===== src/sv/tts_pkg.sv =====
`timescale 1ns / 1ps
// tts_pkg: shared types, constants and byte class helpers for the token splitter
// used by tts_lexer_core, tts_token_queue and text_token_splitter

package tts_pkg;

  localparam int unsigned POSITION_WIDTH_DEFAULT = 16;
  localparam int unsigned TOKEN_FIELD_WIDTH      = 16;
  localparam int unsigned TEXT_BYTE_WIDTH        = 8;
  localparam int unsigned RESULT_COUNT_WIDTH     = 2;

  localparam logic [TEXT_BYTE_WIDTH-1:0] QUOTE_BYTE = 8'h22;

  typedef enum logic [1:0] {
    MODE_IDLE   = 2'd0,
    MODE_IDENT  = 2'd1,
    MODE_NUMBER = 2'd2,
    MODE_STRING = 2'd3
  } scan_mode_e;

  typedef struct packed {
    logic [TOKEN_FIELD_WIDTH-1:0] length;
    logic [TOKEN_FIELD_WIDTH-1:0] start;
  } token_t;

  // results produced by one accepted item, in order, slot 0 first
  typedef struct packed {
    logic [RESULT_COUNT_WIDTH-1:0] count;
    token_t                        tok1;
    token_t                        tok0;
  } tok_push_t;

  function automatic logic is_letter(logic [TEXT_BYTE_WIDTH-1:0] b);
    return b inside {[8'h41:8'h5A], [8'h61:8'h7A]};
  endfunction

  function automatic logic is_digit(logic [TEXT_BYTE_WIDTH-1:0] b);
    return b inside {[8'h30:8'h39]};
  endfunction

  function automatic logic is_space(logic [TEXT_BYTE_WIDTH-1:0] b);
    return b inside {8'h20, [8'h09:8'h0D]};
  endfunction

endpackage


===== src/sv/tts_lexer_core.sv =====
`timescale 1ns / 1ps
// tts_lexer_core: scan mode and position registers plus the per-byte token logic
// depends on tts_pkg

module tts_lexer_core #(
  parameter int unsigned POSITION_WIDTH = tts_pkg::POSITION_WIDTH_DEFAULT
) (
  input  logic                                   clk_i,
  input  logic                                   rst_ni,
  input  logic                                   fire_i,
  input  logic [tts_pkg::TEXT_BYTE_WIDTH-1:0]    text_byte_i,
  input  logic                                   end_of_text_i,
  output tts_pkg::tok_push_t                     push_o
);
  import tts_pkg::*;

  localparam int unsigned EXT_WIDTH =
    (POSITION_WIDTH > TOKEN_FIELD_WIDTH) ? POSITION_WIDTH : TOKEN_FIELD_WIDTH;

  scan_mode_e                mode_q, mode_d;
  logic [POSITION_WIDTH-1:0] open_q, open_d;
  logic [POSITION_WIDTH-1:0] pos_q, pos_d;

  logic [POSITION_WIDTH-1:0] pos_next;
  logic                      is_let, is_dig, is_spc, is_quo;
  logic                      cont, close_prev, close_str, single, flush;
  scan_mode_e                mode_mid;
  logic [POSITION_WIDTH-1:0] open_mid;
  token_t                    tok_a, tok_b, tok_c;

  // saturate a position-wide value into a 16-bit field
  function automatic logic [TOKEN_FIELD_WIDTH-1:0] clamp_field(
    logic [POSITION_WIDTH-1:0] v
  );
    logic [EXT_WIDTH-1:0] ve;
    ve = EXT_WIDTH'(v);
    if ((ve >> TOKEN_FIELD_WIDTH) != '0) begin
      return '1;
    end
    return ve[TOKEN_FIELD_WIDTH-1:0];
  endfunction

  function automatic token_t make_token(
    logic [POSITION_WIDTH-1:0] s,
    logic [POSITION_WIDTH-1:0] e
  );
    logic [POSITION_WIDTH-1:0] len;
    token_t                    t;
    len = (e >= s) ? (e - s) : '0;
    if (len == '0) begin
      len = POSITION_WIDTH'(1);
    end
    t.start  = clamp_field(s);
    t.length = clamp_field(len);
    return t;
  endfunction

  assign pos_next = (&pos_q) ? pos_q : pos_q + POSITION_WIDTH'(1);

  assign is_let = is_letter(text_byte_i);
  assign is_dig = is_digit(text_byte_i);
  assign is_spc = is_space(text_byte_i);
  assign is_quo = (text_byte_i == QUOTE_BYTE);

  always_comb begin
    cont       = 1'b0;
    close_prev = 1'b0;
    close_str  = 1'b0;
    single     = 1'b0;
    mode_mid   = mode_q;
    open_mid   = open_q;
    case (mode_q)
      MODE_IDENT: begin
        cont = is_let || is_dig;
      end
      MODE_NUMBER: begin
        cont = is_dig;
      end
      MODE_STRING: begin
        cont = 1'b1;
      end
      default: begin
        cont = 1'b0;
      end
    endcase
    if ((mode_q == MODE_IDENT || mode_q == MODE_NUMBER) && !cont) begin
      close_prev = 1'b1;
      mode_mid   = MODE_IDLE;
    end
    if (mode_q == MODE_STRING && is_quo) begin
      close_str = 1'b1;
      mode_mid  = MODE_IDLE;
    end
    // byte not taken by an open token is handled as from idle
    if (!cont && !is_spc) begin
      if (is_let) begin
        mode_mid = MODE_IDENT;
        open_mid = pos_q;
      end else if (is_dig) begin
        mode_mid = MODE_NUMBER;
        open_mid = pos_q;
      end else if (is_quo) begin
        mode_mid = MODE_STRING;
        open_mid = pos_q;
      end else begin
        single = 1'b1;
      end
    end
    flush = end_of_text_i && (mode_mid != MODE_IDLE);
  end

  always_comb begin
    tok_a = make_token(open_q, close_str ? pos_next : pos_q);
    tok_b = make_token(pos_q, pos_next);
    tok_c = make_token(open_mid, pos_next);
  end

  // order: closed token, one-byte token, end-of-text flush; two at most
  always_comb begin
    push_o = '0;
    if (close_prev || close_str) begin
      push_o.tok0 = tok_a;
      if (single) begin
        push_o.tok1  = tok_b;
        push_o.count = RESULT_COUNT_WIDTH'(2);
      end else if (flush) begin
        push_o.tok1  = tok_c;
        push_o.count = RESULT_COUNT_WIDTH'(2);
      end else begin
        push_o.count = RESULT_COUNT_WIDTH'(1);
      end
    end else if (single) begin
      push_o.tok0  = tok_b;
      push_o.count = RESULT_COUNT_WIDTH'(1);
    end else if (flush) begin
      push_o.tok0  = tok_c;
      push_o.count = RESULT_COUNT_WIDTH'(1);
    end
  end

  always_comb begin
    mode_d = mode_q;
    open_d = open_q;
    pos_d  = pos_q;
    if (fire_i) begin
      open_d = open_mid;
      if (end_of_text_i) begin
        mode_d = MODE_IDLE;
        pos_d  = '0;
      end else begin
        mode_d = mode_mid;
        pos_d  = pos_next;
      end
    end
  end

  always_ff @(posedge clk_i or negedge rst_ni) begin
    if (!rst_ni) begin
      mode_q <= MODE_IDLE;
      open_q <= '0;
      pos_q  <= '0;
    end else begin
      mode_q <= mode_d;
      open_q <= open_d;
      pos_q  <= pos_d;
    end
  end

endmodule


===== src/sv/tts_token_queue.sv =====
`timescale 1ns / 1ps
// tts_token_queue: two-slot result register, one token out per cycle while ready
// depends on tts_pkg

module tts_token_queue (
  input  logic                clk_i,
  input  logic                rst_ni,
  input  logic                push_i,
  input  tts_pkg::tok_push_t  push_data_i,
  output logic                push_ready_o,
  output logic                out_valid_o,
  input  logic                out_ready_i,
  output tts_pkg::token_t     out_token_o,
  output logic                out_last_o
);
  import tts_pkg::*;

  logic [RESULT_COUNT_WIDTH-1:0] cnt_q, cnt_d;
  token_t                        slot0_q, slot0_d;
  token_t                        slot1_q, slot1_d;
  logic                          pop;

  assign out_valid_o  = (cnt_q != '0);
  assign out_token_o  = slot0_q;
  assign out_last_o   = (cnt_q == RESULT_COUNT_WIDTH'(1));
  assign pop          = out_valid_o && out_ready_i;
  // take a new item once the last pending token leaves
  assign push_ready_o = (cnt_q == '0) || (out_last_o && out_ready_i);

  always_comb begin
    cnt_d   = cnt_q;
    slot0_d = slot0_q;
    slot1_d = slot1_q;
    if (push_i) begin
      cnt_d   = push_data_i.count;
      slot0_d = push_data_i.tok0;
      slot1_d = push_data_i.tok1;
    end else if (pop) begin
      cnt_d   = cnt_q - RESULT_COUNT_WIDTH'(1);
      slot0_d = slot1_q;
    end
  end

  always_ff @(posedge clk_i or negedge rst_ni) begin
    if (!rst_ni) begin
      cnt_q <= '0;
    end else begin
      cnt_q <= cnt_d;
    end
  end

  always_ff @(posedge clk_i) begin
    slot0_q <= slot0_d;
    slot1_q <= slot1_d;
  end

endmodule


===== src/sv/text_token_splitter.sv =====
`timescale 1ns / 1ps
// text_token_splitter: streaming lexer, one text byte in, token start/length out
// depends on tts_pkg, tts_lexer_core and tts_token_queue
//
//   channel  | dir | tdata (low bit up)                   | tlast
//   ---------+-----+--------------------------------------+-------------
//   s_axis   | in  | text_byte[7:0]                       | end_of_text
//   m_axis   | out | token_start[15:0], token_length[31:16] | last_of_run
//
// one byte is taken per cycle while s_axis_tready is high; the byte's scan step is
// combinational from the mode/position registers into a two-slot result register
// a byte that yields at most one token does not hold the input by itself; a byte
// that yields two tokens holds the input until its second token leaves
// a byte's first token shows on the output in the cycle after the byte is taken
// reset puts the scanner in idle at position zero and empties the result slots
// output stalls back-pressure the input while any result token is still pending

module text_token_splitter #(
  parameter int unsigned POSITION_WIDTH = tts_pkg::POSITION_WIDTH_DEFAULT
) (
  input  logic                                   clk_i,
  input  logic                                   rst_ni,
  // input items
  input  logic                                   s_axis_tvalid,
  output logic                                   s_axis_tready,
  input  logic [tts_pkg::TEXT_BYTE_WIDTH-1:0]    s_axis_tdata,  // text_byte
  input  logic                                   s_axis_tlast,  // end_of_text
  // result items
  output logic                                   m_axis_tvalid,
  input  logic                                   m_axis_tready,
  output logic [2*tts_pkg::TOKEN_FIELD_WIDTH-1:0] m_axis_tdata, // token_start, token_length
  output logic                                   m_axis_tlast   // last_of_run
);
  import tts_pkg::*;

  logic      in_fire;
  tok_push_t push;
  token_t    out_tok;

  assign in_fire = s_axis_tvalid && s_axis_tready;

  // scanner state and per-byte token decisions
  tts_lexer_core #(
    .POSITION_WIDTH(POSITION_WIDTH)
  ) u_core (
    .clk_i         (clk_i),
    .rst_ni        (rst_ni),
    .fire_i        (in_fire),
    .text_byte_i   (s_axis_tdata),
    .end_of_text_i (s_axis_tlast),
    .push_o        (push)
  );

  // result slots, drained one token per cycle while m_axis_tready is high
  tts_token_queue u_queue (
    .clk_i        (clk_i),
    .rst_ni       (rst_ni),
    .push_i       (in_fire),
    .push_data_i  (push),
    .push_ready_o (s_axis_tready),
    .out_valid_o  (m_axis_tvalid),
    .out_ready_i  (m_axis_tready),
    .out_token_o  (out_tok),
    .out_last_o   (m_axis_tlast)
  );

  assign m_axis_tdata = {out_tok.length, out_tok.start};

  // a byte never yields more than two tokens
  assert property (@(posedge clk_i) disable iff (!rst_ni)
    in_fire |-> (push.count != 2'd3))
    else $error("more than two tokens from one byte");

  // a two-token byte shows its first token as not last
  assert property (@(posedge clk_i) disable iff (!rst_ni)
    in_fire && (push.count == 2'd2) |=> m_axis_tvalid && !m_axis_tlast)
    else $error("first of two tokens marked last");

  // a byte without tokens leaves the output empty
  assert property (@(posedge clk_i) disable iff (!rst_ni)
    in_fire && (push.count == 2'd0) |=> !m_axis_tvalid)
    else $error("token shown for a byte that closed none");

  // reported lengths are never zero
  assert property (@(posedge clk_i) disable iff (!rst_ni)
    m_axis_tvalid |-> (m_axis_tdata[31:16] != 16'd0))
    else $error("zero token length");

endmodule

===== config.mk =====
export PLATFORM = sky130hd
export DESIGN_NAME = text_token_splitter
export DESIGN_NICKNAME = d
export VERILOG_FILES = /design/src/sv/tts_pkg.sv /design/src/sv/tts_lexer_core.sv /design/src/sv/tts_token_queue.sv /design/src/sv/text_token_splitter.sv
export SDC_FILE = /design/constraint.sdc
export NUM_CORES = 1
export LEC_CHECK = 0
export BUFFER_PORTS_ARGS = -buffer_cell sky130_fd_sc_hd__buf_2
export CAP_MARGIN = 30
export CORE_ASPECT_RATIO = 1.75
export CORE_MARGIN = 3
export CORE_UTILIZATION = 55
export CTS_CLUSTER_SIZE = 40
export DETAILED_ROUTE_END_ITERATION = 16
export GPL_ROUTABILITY_DRIVEN = 0
export PLACE_DENSITY = 0.73
export SLEW_MARGIN = 20
export SYNTH_ARGS = -nofsm -noshare
export SYNTH_HDL_FRONTEND = slang
export SYNTH_SLANG_ARGS = --single-unit
export TNS_END_PERCENT = 10

===== constraint.sdc =====
create_clock -name clk_i -period 6.6 [get_ports clk_i]
set_input_delay 1.32 -clock clk_i [delete_from_list [all_inputs] [get_ports clk_i]]
set_output_delay 1.32 -clock clk_i [all_outputs]
set_load 0.005 [all_outputs]

==> results of run 1 <==
==> sequential cells by signal (all words and copies together) (netlist names) <==
| name | flops |
|---|---|
| u_core.mode_q | 2 |
| u_core.open_q | 16 |
| u_core.pos_q | 16 |
| u_queue.cnt_q | 2 |
| u_queue.out_token_o | 32 |
| u_queue.slot1_q | 32 |
==> placed cells by master, fill, tap and decap left out, drive strengths merged, types with 9 or more instances in the layout <==
master | synthesis | routed
nand2 | 125 | 125
nor2 | 124 | 124
a21oi | 101 | 101
o21ai | 100 | 100
buf | 8 | 74
edfxtp | 64 | 64
inv | 59 | 61
ha | 56 | 56
xnor2 | 38 | 38
dfrtp | 36 | 36
nor3 | 21 | 21
nand3 | 18 | 18
o21a | 16 | 16
a21o | 16 | 16
o221ai | 16 | 16
a211oi | 14 | 14
and3 | 13 | 13
nand4 | 10 | 10
or3 | 10 | 10
o31ai | 10 | 10
o211ai | 10 | 10
xor2 | 10 | 10
clkbuf | 41 | 10
and2 | 9 | 9
==> final cells by class <==
class | count | area, µm² | area share (%)
multi-input cells | 860 | 5393 | 57.13
flip-flops and latches | 100 | 2823 | 29.90
repair buffers | 74 | 462.9 | 4.905
clock buffers | 10 | 239.0 | 2.532
inverters | 62 | 232.7 | 2.466
well taps | 186 | 232.7 | 2.466
clock inverters | 6 | 56.30 | 0.5965
==> worst max-delay path by stage <==
stage	to	slack (ns)	cells after the start
floorplan	u_queue.out_token_o[16]$_DFFE_PP_	0.34	18
global placement	u_queue.out_token_o[16]$_DFFE_PP_	0.20	18
detailed placement	u_queue.out_token_o[16]$_DFFE_PP_	0.06	18
CTS	u_queue.out_token_o[16]$_DFFE_PP_	0.39	18
global route	u_queue.out_token_o[16]$_DFFE_PP_	0.15	18
finish	u_queue.out_token_o[16]$_DFFE_PP_	0.37	18
==> through the flow <==
step / instance area, µm² / setup slack, ns
3_3_place_gp: 9124 / 0.1968
3_5_place_dp: 9124 / 0.06179
6_report: 9439 / 0.3737
4_1_cts: 9419 / 0.3919
5_1_grt: 9439 / 0.1481
2_1_floorplan: 8623 / 0.3377
==> power breakdown <==
group	switching (µW)	internal (µW)
clock network	267	274
logic	2680	1640
registers	110	966
total	3060	2880
==> metal layers <==
| layer | up-vias | global-route usage [%] |
|---|---|---|
| li1 | 4023 | - |
| met1 | 3977 | 37.79 |
| met2 | 450 | 54.00 |
| met3 | 133 | 2.354 |
| met4 | 0 | 23.64 |
| met5 | - | 0 |
==> cell families (layout without fill, tap and decap cells) <==
kind of cell	after synthesis	after routing	synth area share, %
xor gates and xnor gates	48	48	4.875
and+or+nand+nor	379	379	20.36
DFF	100	100	32.73
muxes	4	4	0.4788
adders and majority gates	59	59	8.822
AOI/OAI and AO/OA	370	370	27.84
buffers and inverters	111	152	4.890
==> critical path: cells and delay by family <==
kind	cells	cell delay, ns
xor gates and xnor gates	1	0.19
muxes	1	0.30
buffers and inverters	2	0.21
and+or+nand+nor	8	2.75
adders and majority gates	2	0.65
AOI/OAI and AO/OA	4	1.01
==> impl_metrics.py, run 1 <==
metrics = {
    "synthesis": {
        "post_synth_instance_area_um2": 8623,
        "cell_type_contributing_the_most_total_cell_area_after_synthesis": "edfxtp_1",
        "avg_cell_area_syn_um2": 8.052,
        "yosys-top-cells-area": "edfxtp_1 (22%), dfrtp_1 (10%), ha_1 (8.1%)",
        "synth.net_count": 1143,
        "synth.cells.most_frequent": "nand2_1 (124), nor2_1 (124), a21oi_1 (100), o21ai_0 (98), edfxtp_1 (64)",
        "synth.distinct_cells": 78,
        "count_of_flip_flops_with_a_built_in_enable_after_synthesis": 64,
        "ys_seq_elements": 100,
        "synthCells": 1071,
        "synth_top_area_share_pct": 22.29,
        "ys_seq_area_share_pct": 32.73,
        "dominantRegCellSynth": "edfxtp_1",
        "synth_warnings": 0,
        "ys_async_sr_fraction_pct": 36.00,
    },
    "worst_setup_path": {
        "slowest_stage": "or4_1",
        "critical_path_data_arrival_time_ns": 6.41,
        "setup.worst_path.class": "in2reg",
        "reg2reg_slack_ns": 0.41,
        "cpMostUsedCell": "or4_1",
        "critical_path.max_fanout": 5,
        "required_time_of_the_worst_setup_path_ns": 6.78,
        "cp-start-kind": "primary input",
        "cpPeakStageDelay_ns": 0.57,
        "worst_setup_path_end_kind": "flop",
        "crit-reg2reg-capture": "u_queue.out_token_o[16]$_DFFE_PP_",
        "reg2regPathDepth": 17,
        "crit_path_cell_trace": "buf_2, or3_1, or4_1, o211a_1, nand2_1, mux2i_1, inv_1, ha_1, fa_1, nand2b_1, a211oi_1, nor3_1, xnor2_1, or4_1, or4_1, or4_1, o221a_1, a311oi_1",
        "crit_path_start": "s_axis_tdata[7]",
        "critical_path.reg2reg.startpoint": "u_core.pos_q[3]$_DFFE_PN0P_",
    },
    "sta": {
        "min_period_ns": 6.226,
        "clock_skew_ns": 0.01356,
        "timing.fmax_mhz": 160.6,
        "final.hold.worst_slack_ns": 0.5209,
        "timing.max_slew.rel_slack_pct": 45.03,
        "worst_slew_pin_slew_ns": 0.8227,
        "setup-violations-final": 0,
        "final-max-slew-violation-count": 0,
        "final_min_period_over_clock_period_pct": 94.34,
        "rsz0062_at_grt": "no",
        "timing_hold_violations_final": 0,
        "setup-tns-final_ns": 0,
    },
    "detailed_routing": {
        "met1_length_um": 10210,
        "post-route-drc-count": 0,
        "avgRoutedWirePerCell_um": 21.29,
        "ant_nets": 0,
        "wl_um": 27630,
        "mean_number_of_vias_per_cell": 6.612,
        "dr_total_vias": 8583,
        "initialDrtViolationCount": 851,
        "detailedRoute.firstPassIterationCount": 6,
        "dr_wl_met2_um": 13430,
        "routed.top_layer": "met4",
        "wl_met3_um": 1625,
    },
    "cts": {
        "cts_made_buffers": 9,
        "post-cts-setup-buffers": 0,
        "tritoncts_clock_tree": "done",
        "clkSlewWorstSetupHoldPaths_ns": 0.08,
        "clock_path_buffers": 2,
        "clock_insertion_delay_worst_skew_ns": 0.35,
        "clock_sinks": 100,
        "ctsHoldBuffers": 0,
        "cts_repair_resize_count": 0,
        "number_of_h_tree_branching_levels": 3,
        "root_buffer": "clkbuf_16",
    },
    "power_and_ir_drop": {
        "power_leakage_uw": 0.003884,
        "fin_total_pwr_uw": 5939,
        "power_density_nw_per_um2": 629.2,
        "worst_ir_drop_vdd_mv": 0.4289,
    },
    "place": {
        "buffer_ports.inserted": 47,
        "placed_cell_count": 1281,
        "hpwl_um": 21050,
    },
    "global_routing": {
        "grt_start_max_net_pins": 65,
        "grt_pass1_vias": 7992,
        "globalRouteOverflowTotal": 0,
        "gr-usage-all-layers_pct": 32.08,
        "grt_pass1_wl_um": 42750,
        "grt_antenna_before_repair": 0,
    },
    "die": {
        "boundaryPins": 48,
        "rows": 60,
        "die_h_um": 171.6,
        "initial_core_util_pct": 56.03,
        "overall_die_area_um2": 17280,
        "core-area_um2": 15390,
        "die-width_um": 100.7,
    },
    "cells_and_area": {
        "final_layout_size_suffix_gt1_share_pct": 10.34,
        "finalNonFillerCells": 1298,
        "antenna_diode_instance_count": 0,
        "post-route-util_pct": 61.33,
        "areaGrowthSynthToFinish_pct": 9.460,
        "final.fill_count": 1402,
        "nNetsFinal": 1179,
    },
    "hold_path": {
        "timing.hold.worst.start": "u_queue.slot1_q[23]$_SDFFCE_PP0P_",
        "holdCritPathClass": "reg2reg",
        "worstHoldPathCells": 2,
        "hold_path_end": "u_queue.out_token_o[23]$_DFFE_PP_",
    },
    "job": {
        "timing.max_cap.violations": 0,
    },
    "run_status": {
        "outcome": "finished, final reports clean",
    },
}
Power figures use the tool's default switching activity.
==> run 2: changes to the inputs <==
CELL_PAD_IN_SITES_DETAIL_PLACEMENT = 1   (was default)
CELL_PAD_IN_SITES_GLOBAL_PLACEMENT = 1   (was default)
CORE_UTILIZATION = 47   (was 55)
PLACE_DENSITY = default   (was 0.73)
PLACE_DENSITY_LB_ADDON = 0.12   (was default)
==> impl_metrics.py, run 2 (synthesis results as in run 1) <==
metrics = {
    "cts": {
        "root_buffer": "clkbuf_16",
        "clock_insertion_delay_worst_skew_ns": 0.36,
        "cts_repair_resize_count": 0,
        "clock_sinks": 100,
        "clkSlewWorstSetupHoldPaths_ns": 0.07,
        "cts_made_buffers": 9,
        "tritoncts_clock_tree": "done",
        "number_of_h_tree_branching_levels": 3,
        "ctsHoldBuffers": 0,
        "post-cts-setup-buffers": 0,
        "clock_path_buffers": 2,
    },
    "run_status": {
        "outcome": "finished, final reports clean",
    },
    "worst_setup_path": {
        "cpMostUsedCell": "or4_1",
        "critical_path.reg2reg.startpoint": "u_core.pos_q[6]$_DFFE_PN0P_",
        "setup.worst_path.class": "in2reg",
        "worst_setup_path_end_kind": "flop",
        "required_time_of_the_worst_setup_path_ns": 6.78,
        "critical_path.max_fanout": 5,
        "cpPeakStageDelay_ns": 0.57,
        "slowest_stage": "or4_1",
        "reg2regPathDepth": 17,
        "critical_path_data_arrival_time_ns": 6.52,
        "crit-reg2reg-capture": "u_queue.out_token_o[16]$_DFFE_PP_",
        "reg2reg_slack_ns": 0.31,
        "crit_path_cell_trace": "buf_2, or3_1, or4_1, o211a_1, nand2_1, mux2i_1, inv_1, ha_1, fa_1, nand2b_1, a211oi_1, nor3_1, xnor2_1, or4_1, or4_1, or4_1, o221a_1, a311oi_1",
        "cp-start-kind": "primary input",
    },
    "place": {
        "placed_cell_count": 1339,
        "buffer_ports.inserted": 47,
        "hpwl_um": 24950,
        "placement.setup.worst_slack_ns": -0.04625,
        "detailed_place.area_um2": 9278,
    },
    "power_and_ir_drop": {
        "power_leakage_uw": 0.003934,
        "switching_share_pct": 52.21,
        "pwr-share-comb_pct": 73.4,
        "seq_power_share_pct": 18.1,
        "power_switching_uw": 3168,
        "power_density_nw_per_um2": 633.7,
        "worst_ir_drop_vdd_mv": 0.5113,
        "clock_power_share_pct": 8.6,
        "intPower_uw": 2900,
    },
    "detailed_routing": {
        "post-route-drc-count": 0,
        "ant_nets": 0,
        "detailedRoute.firstPassIterationCount": 5,
        "mean_number_of_vias_per_cell": 6.458,
        "dr_total_vias": 8757,
        "initialDrtViolationCount": 562,
        "avgRoutedWirePerCell_um": 23.44,
        "wl_um": 31780,
    },
    "cells_and_area": {
        "nNetsFinal": 1192,
        "multi_input_area_um2": 5393,
        "areaGrowthSynthToFinish_pct": 11.04,
        "most_common_library_cell_in_the_layout_ignoring_fill_and_taps": "nor2_1",
        "finalNonFillerCells": 1356,
        "final_layout_size_suffix_gt1_share_pct": 11.20,
        "final.fill_count": 2214,
        "final_area_um2": 9575,
        "post-route-util_pct": 53.86,
        "area.sequential_um2": 2823,
        "antenna_diode_instance_count": 0,
        "mostFrequentLayoutCells": "nor2_1 (124), nand2_1 (123), a21oi_1 (99), o21ai_0 (98), edfxtp_1 (64)",
    },
    "die": {
        "die_h_um": 185.2,
        "overall_die_area_um2": 20070,
        "core-area_um2": 17780,
        "initial_core_util_pct": 48.51,
        "die-width_um": 108.4,
        "boundaryPins": 48,
        "rows": 64,
    },
    "sta": {
        "final-max-slew-violation-count": 0,
        "timing_hold_violations_final": 0,
        "timing.fmax_mhz": 157.6,
        "finalWorstSetupSlack_ns": 0.2548,
        "setup-violations-final": 0,
        "timing.max_slew.rel_slack_pct": 43.04,
        "final_min_period_over_clock_period_pct": 96.14,
        "clock_skew_ns": 0.01494,
        "worst_slew_pin_slew_ns": 0.8437,
        "min_period_ns": 6.345,
        "rsz0062_at_grt": "no",
        "setup-tns-final_ns": 0,
    },
    "global_routing": {
        "grt_pass1_vias": 9108,
        "grt_pass1_wl_um": 49990,
        "grt_start_max_net_pins": 51,
        "grt_antenna_before_repair": 0,
        "globalRouteOverflowTotal": 0,
        "gr-usage-all-layers_pct": 32.79,
    },
    "job": {
        "timing.max_cap.violations": 0,
    },
    "hold_path": {
        "timing.hold.worst.start": "u_queue.slot1_q[8]$_SDFFCE_PP0P_",
        "holdCritPathClass": "reg2reg",
        "hold_path_end": "u_queue.out_token_o[8]$_DFFE_PP_",
        "worstHoldPathCells": 2,
    },
}
run 2: cell types whose count changed in the layout (fill, tap and decap cells not counted):
| cell | previous run | this run |
|---|---|---|
| clkbuf_1 | 0 | 2 |
| inv_6 | 0 | 1 |
| inv_4 | 0 | 1 |
| inv_8 | 2 | 0 |
| clkinv_4 | 3 | 1 |
| buf_4 | 25 | 38 |
run 2: worst max-delay path: cells and delay by family:
| kind | cells | cell delay [ns] |
|---|---|---|
| and+or+nand+nor | 8 | 2.84 |
| AOI/OAI and AO/OA | 4 | 1.04 |
| adders and majority gates | 2 | 0.67 |
| muxes | 1 | 0.26 |
| buffers and inverters | 2 | 0.20 |
| xor gates and xnor gates | 1 | 0.19 |
run 2: worst max-delay path by stage:
stage / to / depth (start not counted) / slack (ns) / from
floorplan: u_queue.out_token_o[16]$_DFFE_PP_ / 18 / 0.34 / s_axis_tdata[7]
global placement: u_queue.out_token_o[16]$_DFFE_PP_ / 18 / 0.17 / s_axis_tdata[7]
detailed placement: u_queue.out_token_o[16]$_DFFE_PP_ / 18 / -0.05 / s_axis_tdata[7]
CTS: u_queue.out_token_o[16]$_DFFE_PP_ / 18 / 0.30 / s_axis_tdata[7]
global route: u_queue.out_token_o[16]$_DFFE_PP_ / 18 / 0.003 / s_axis_tdata[7]
finish: u_queue.out_token_o[16]$_DFFE_PP_ / 18 / 0.25 / s_axis_tdata[7]
run 2: power by group through the flow:
| stage | combinational, µW | sequential, µW | clock (µW) |
|---|---|---|---|
| floorplan | 2850 | 1080 | 0 |
| global route | 4820 | 1120 | 555 |
| CTS | 4380 | 1090 | 528 |
| finish | 4450 | 1100 | 520 |
| global placement | 4270 | 1090 | 0 |
| detailed placement | 4340 | 1110 | 0 |
run 2: through the flow:
stage	power [µW]	hold WS, ns
2_1_floorplan	3932	0.4880
4_1_cts	6002	0.5356
6_report	6068	0.5328
3_5_place_dp	5442	0.5193
5_1_grt	6492	0.5594
3_3_place_gp	5365	0.5003
run 2: cell type report:
cell class / count / area share, %
Sequential cell: 100 / 29.48
Timing Repair Buffer: 87 / 5.854
Clock inverter: 4 / 0.3267
Multi-Input combinational cell: 860 / 56.32
Clock buffer: 12 / 2.574
Inverter: 62 / 2.430
Tap cell: 231 / 3.018
run 2: routing by layer:
metal	GRT usage (%)	vias up	wire, µm
met3	2.895	114	1021
met2	57.18	296	16030
met4	24.37	0	2676
met5	0	-	0
li1	-	4045	-
met1	36.63	4302	12060
==> run 3: changes to the inputs <==
CORE_UTILIZATION = 25   (was 47)
==> impl_metrics.py, run 3 (synthesis results as in run 1) <==
metrics = {
    "sta": {
        "setup-violations-final": 0,
        "final-max-slew-violation-count": 0,
        "clock_skew_ns": 0.01115,
        "rsz0062_at_grt": "no",
        "worst_slew_pin_slew_ns": 0.8978,
        "min_period_ns": 6.371,
        "timing_hold_violations_final": 0,
        "final_min_period_over_clock_period_pct": 96.52,
        "timing.max_slew.rel_slack_pct": 39.92,
        "timing.fmax_mhz": 157.0,
    },
    "cts": {
        "tritoncts_clock_tree": "done",
        "number_of_h_tree_branching_levels": 3,
        "clock_path_buffers": 2,
        "post-cts-setup-buffers": 0,
        "cts_made_buffers": 9,
        "ctsHoldBuffers": 0,
        "root_buffer": "clkbuf_16",
        "clkSlewWorstSetupHoldPaths_ns": 0.07,
        "clock_insertion_delay_worst_skew_ns": 0.38,
        "clock_sinks": 100,
        "cts_repair_resize_count": 0,
    },
    "cells_and_area": {
        "post-route-util_pct": 29.54,
        "final_layout_size_suffix_gt1_share_pct": 12.91,
        "nNetsFinal": 1213,
        "areaGrowthSynthToFinish_pct": 15.96,
        "most_common_library_cell_in_the_layout_ignoring_fill_and_taps": "nor2_1",
        "final_area_um2": 10000,
        "mostFrequentLayoutCells": "nor2_1 (124), nand2_1 (123), a21oi_1 (99), o21ai_0 (98), edfxtp_1 (64)",
        "final.fill_count": 4162,
        "antenna_diode_instance_count": 0,
    },
    "worst_setup_path": {
        "crit_path_end": "u_queue.out_token_o[20]$_DFFE_PP_",
        "setup.worst_path.class": "in2reg",
        "critical_path.max_fanout": 22,
        "required_time_of_the_worst_setup_path_ns": 6.73,
        "cp-start-kind": "primary input",
        "reg2regPathDepth": 20,
        "critical_path_data_arrival_time_ns": 6.50,
        "crit-reg2reg-capture": "u_queue.out_token_o[20]$_DFFE_PP_",
        "reg2reg_slack_ns": 0.36,
        "critical_path.reg2reg.startpoint": "u_core.pos_q[4]$_DFFE_PN0P_",
        "crit_path_start": "s_axis_tdata[7]",
        "worst_setup_path_end_kind": "flop",
    },
    "job": {
        "timing.max_cap.violations": 0,
    },
    "detailed_routing": {
        "initialDrtViolationCount": 403,
        "ant_nets": 0,
        "wl_um": 36770,
        "dr_total_vias": 8450,
        "avgRoutedWirePerCell_um": 22.97,
        "detailedRoute.firstPassIterationCount": 4,
        "mean_number_of_vias_per_cell": 5.278,
        "post-route-drc-count": 0,
    },
    "power_and_ir_drop": {
        "fin_total_pwr_uw": 6400,
        "worst_ir_drop_vdd_mv": 0.1701,
        "power_density_nw_per_um2": 640.0,
        "power_leakage_uw": 0.004030,
    },
    "die": {
        "initial_core_util_pct": 25.47,
        "die-width_um": 146.4,
        "rows": 89,
        "boundaryPins": 48,
        "core-area_um2": 33850,
        "overall_die_area_um2": 36850,
        "die_h_um": 251.7,
    },
    "global_routing": {
        "grt_pass1_wl_um": 56190,
        "grt_pass1_vias": 8939,
        "grt_antenna_before_repair": 0,
        "grt_start_max_net_pins": 68,
        "gr-usage-all-layers_pct": 20.06,
        "globalRouteOverflowTotal": 0,
    },
    "place": {
        "buffer_ports.inserted": 47,
        "hpwl_um": 29780,
        "detailed_place.area_um2": 9723,
    },
    "run_status": {
        "outcome": "finished, final reports clean",
    },
    "hold_path": {
        "holdCritPathClass": "reg2reg",
        "timing.hold.worst.start": "u_queue.slot1_q[11]$_SDFFCE_PP0P_",
    },
}
==> run 3: cell type report <==
type	instances	area [µm²]	area share, %
multi-input cells	860	5393	53.93
flip-flops and latches	100	2823	28.23
repair buffers	108	705.7	7.057
well taps	455	569.3	5.693
clock buffers	11	242.7	2.427
inverters	62	232.7	2.327
clock inverters	5	33.78	0.3378
==> run 3: worst min-delay path by stage <==
stage / end / slack [ns] / depth (start not counted)
2_1_floorplan: u_core.open_q[10]$_DFFE_PN0P_ / 0.49 / 2
3_3_place_gp: u_queue.out_token_o[7]$_DFFE_PP_ / 0.51 / 2
3_5_place_dp: u_queue.out_token_o[7]$_DFFE_PP_ / 0.51 / 2
4_1_cts: u_queue.out_token_o[7]$_DFFE_PP_ / 0.53 / 2
5_1_grt: u_queue.out_token_o[9]$_DFFE_PP_ / 0.56 / 2
6_report: u_queue.out_token_o[11]$_DFFE_PP_ / 0.53 / 2
==> run 3: metrics by stage <==
step | setup slack [ns] | hold slack, ns | cells | setup TNS, ns
3_5_place_dp | -0.1708 | 0.5118 | 1585 | -0.1708
4_1_cts | 0.2109 | 0.5318 | 1601 | 0
6_report | 0.2294 | 0.5290 | 1601 | 0
5_1_grt | 0.01363 | 0.5616 | 1601 | 0
2_1_floorplan | 0.3377 | 0.4880 | 1071 | 0
3_3_place_gp | -0.1446 | 0.5100 | 1585 | -0.1446
==> run 3: critical path, cell delays in order <==
cell and delay [ns]:
buf_2 0.13, or3_1 0.39, or4_1 0.57, o211a_1 0.16, nand2_1 0.15, buf_4 0.21
buf_12 0.16, nor2_1 0.05, a21oi_1 0.18, ha_1 0.33, a211oi_1 0.27, nor2_1 0.10
buf_4 0.16, o41a_1 0.36, o311ai_0 0.52, buf_4 0.23, a221oi_2 0.07, and2_1 0.31
a221oi_1 0.58, buf_4 0.20, a21oi_1 0.05
==> run 3: metal layers <==
| layer | track usage [%] | up-vias | part of all wire (%) |
|---|---|---|---|
| li1 | - | 4074 | - |
| met1 | 21.92 | 4205 | 39 |
| met2 | 38.53 | 121 | 55 |
| met3 | 1.797 | 50 | 1.8 |
| met4 | 9.553 | 0 | 4.9 |
| met5 | 0 | - | 0 |
==> run 3: power by group <==
group | total (µW) | internal [µW] | switching (µW)
Sequential | 1100 | 967 | 136
Combinational | 4760 | 1810 | 2940
Clock | 538 | 268 | 270
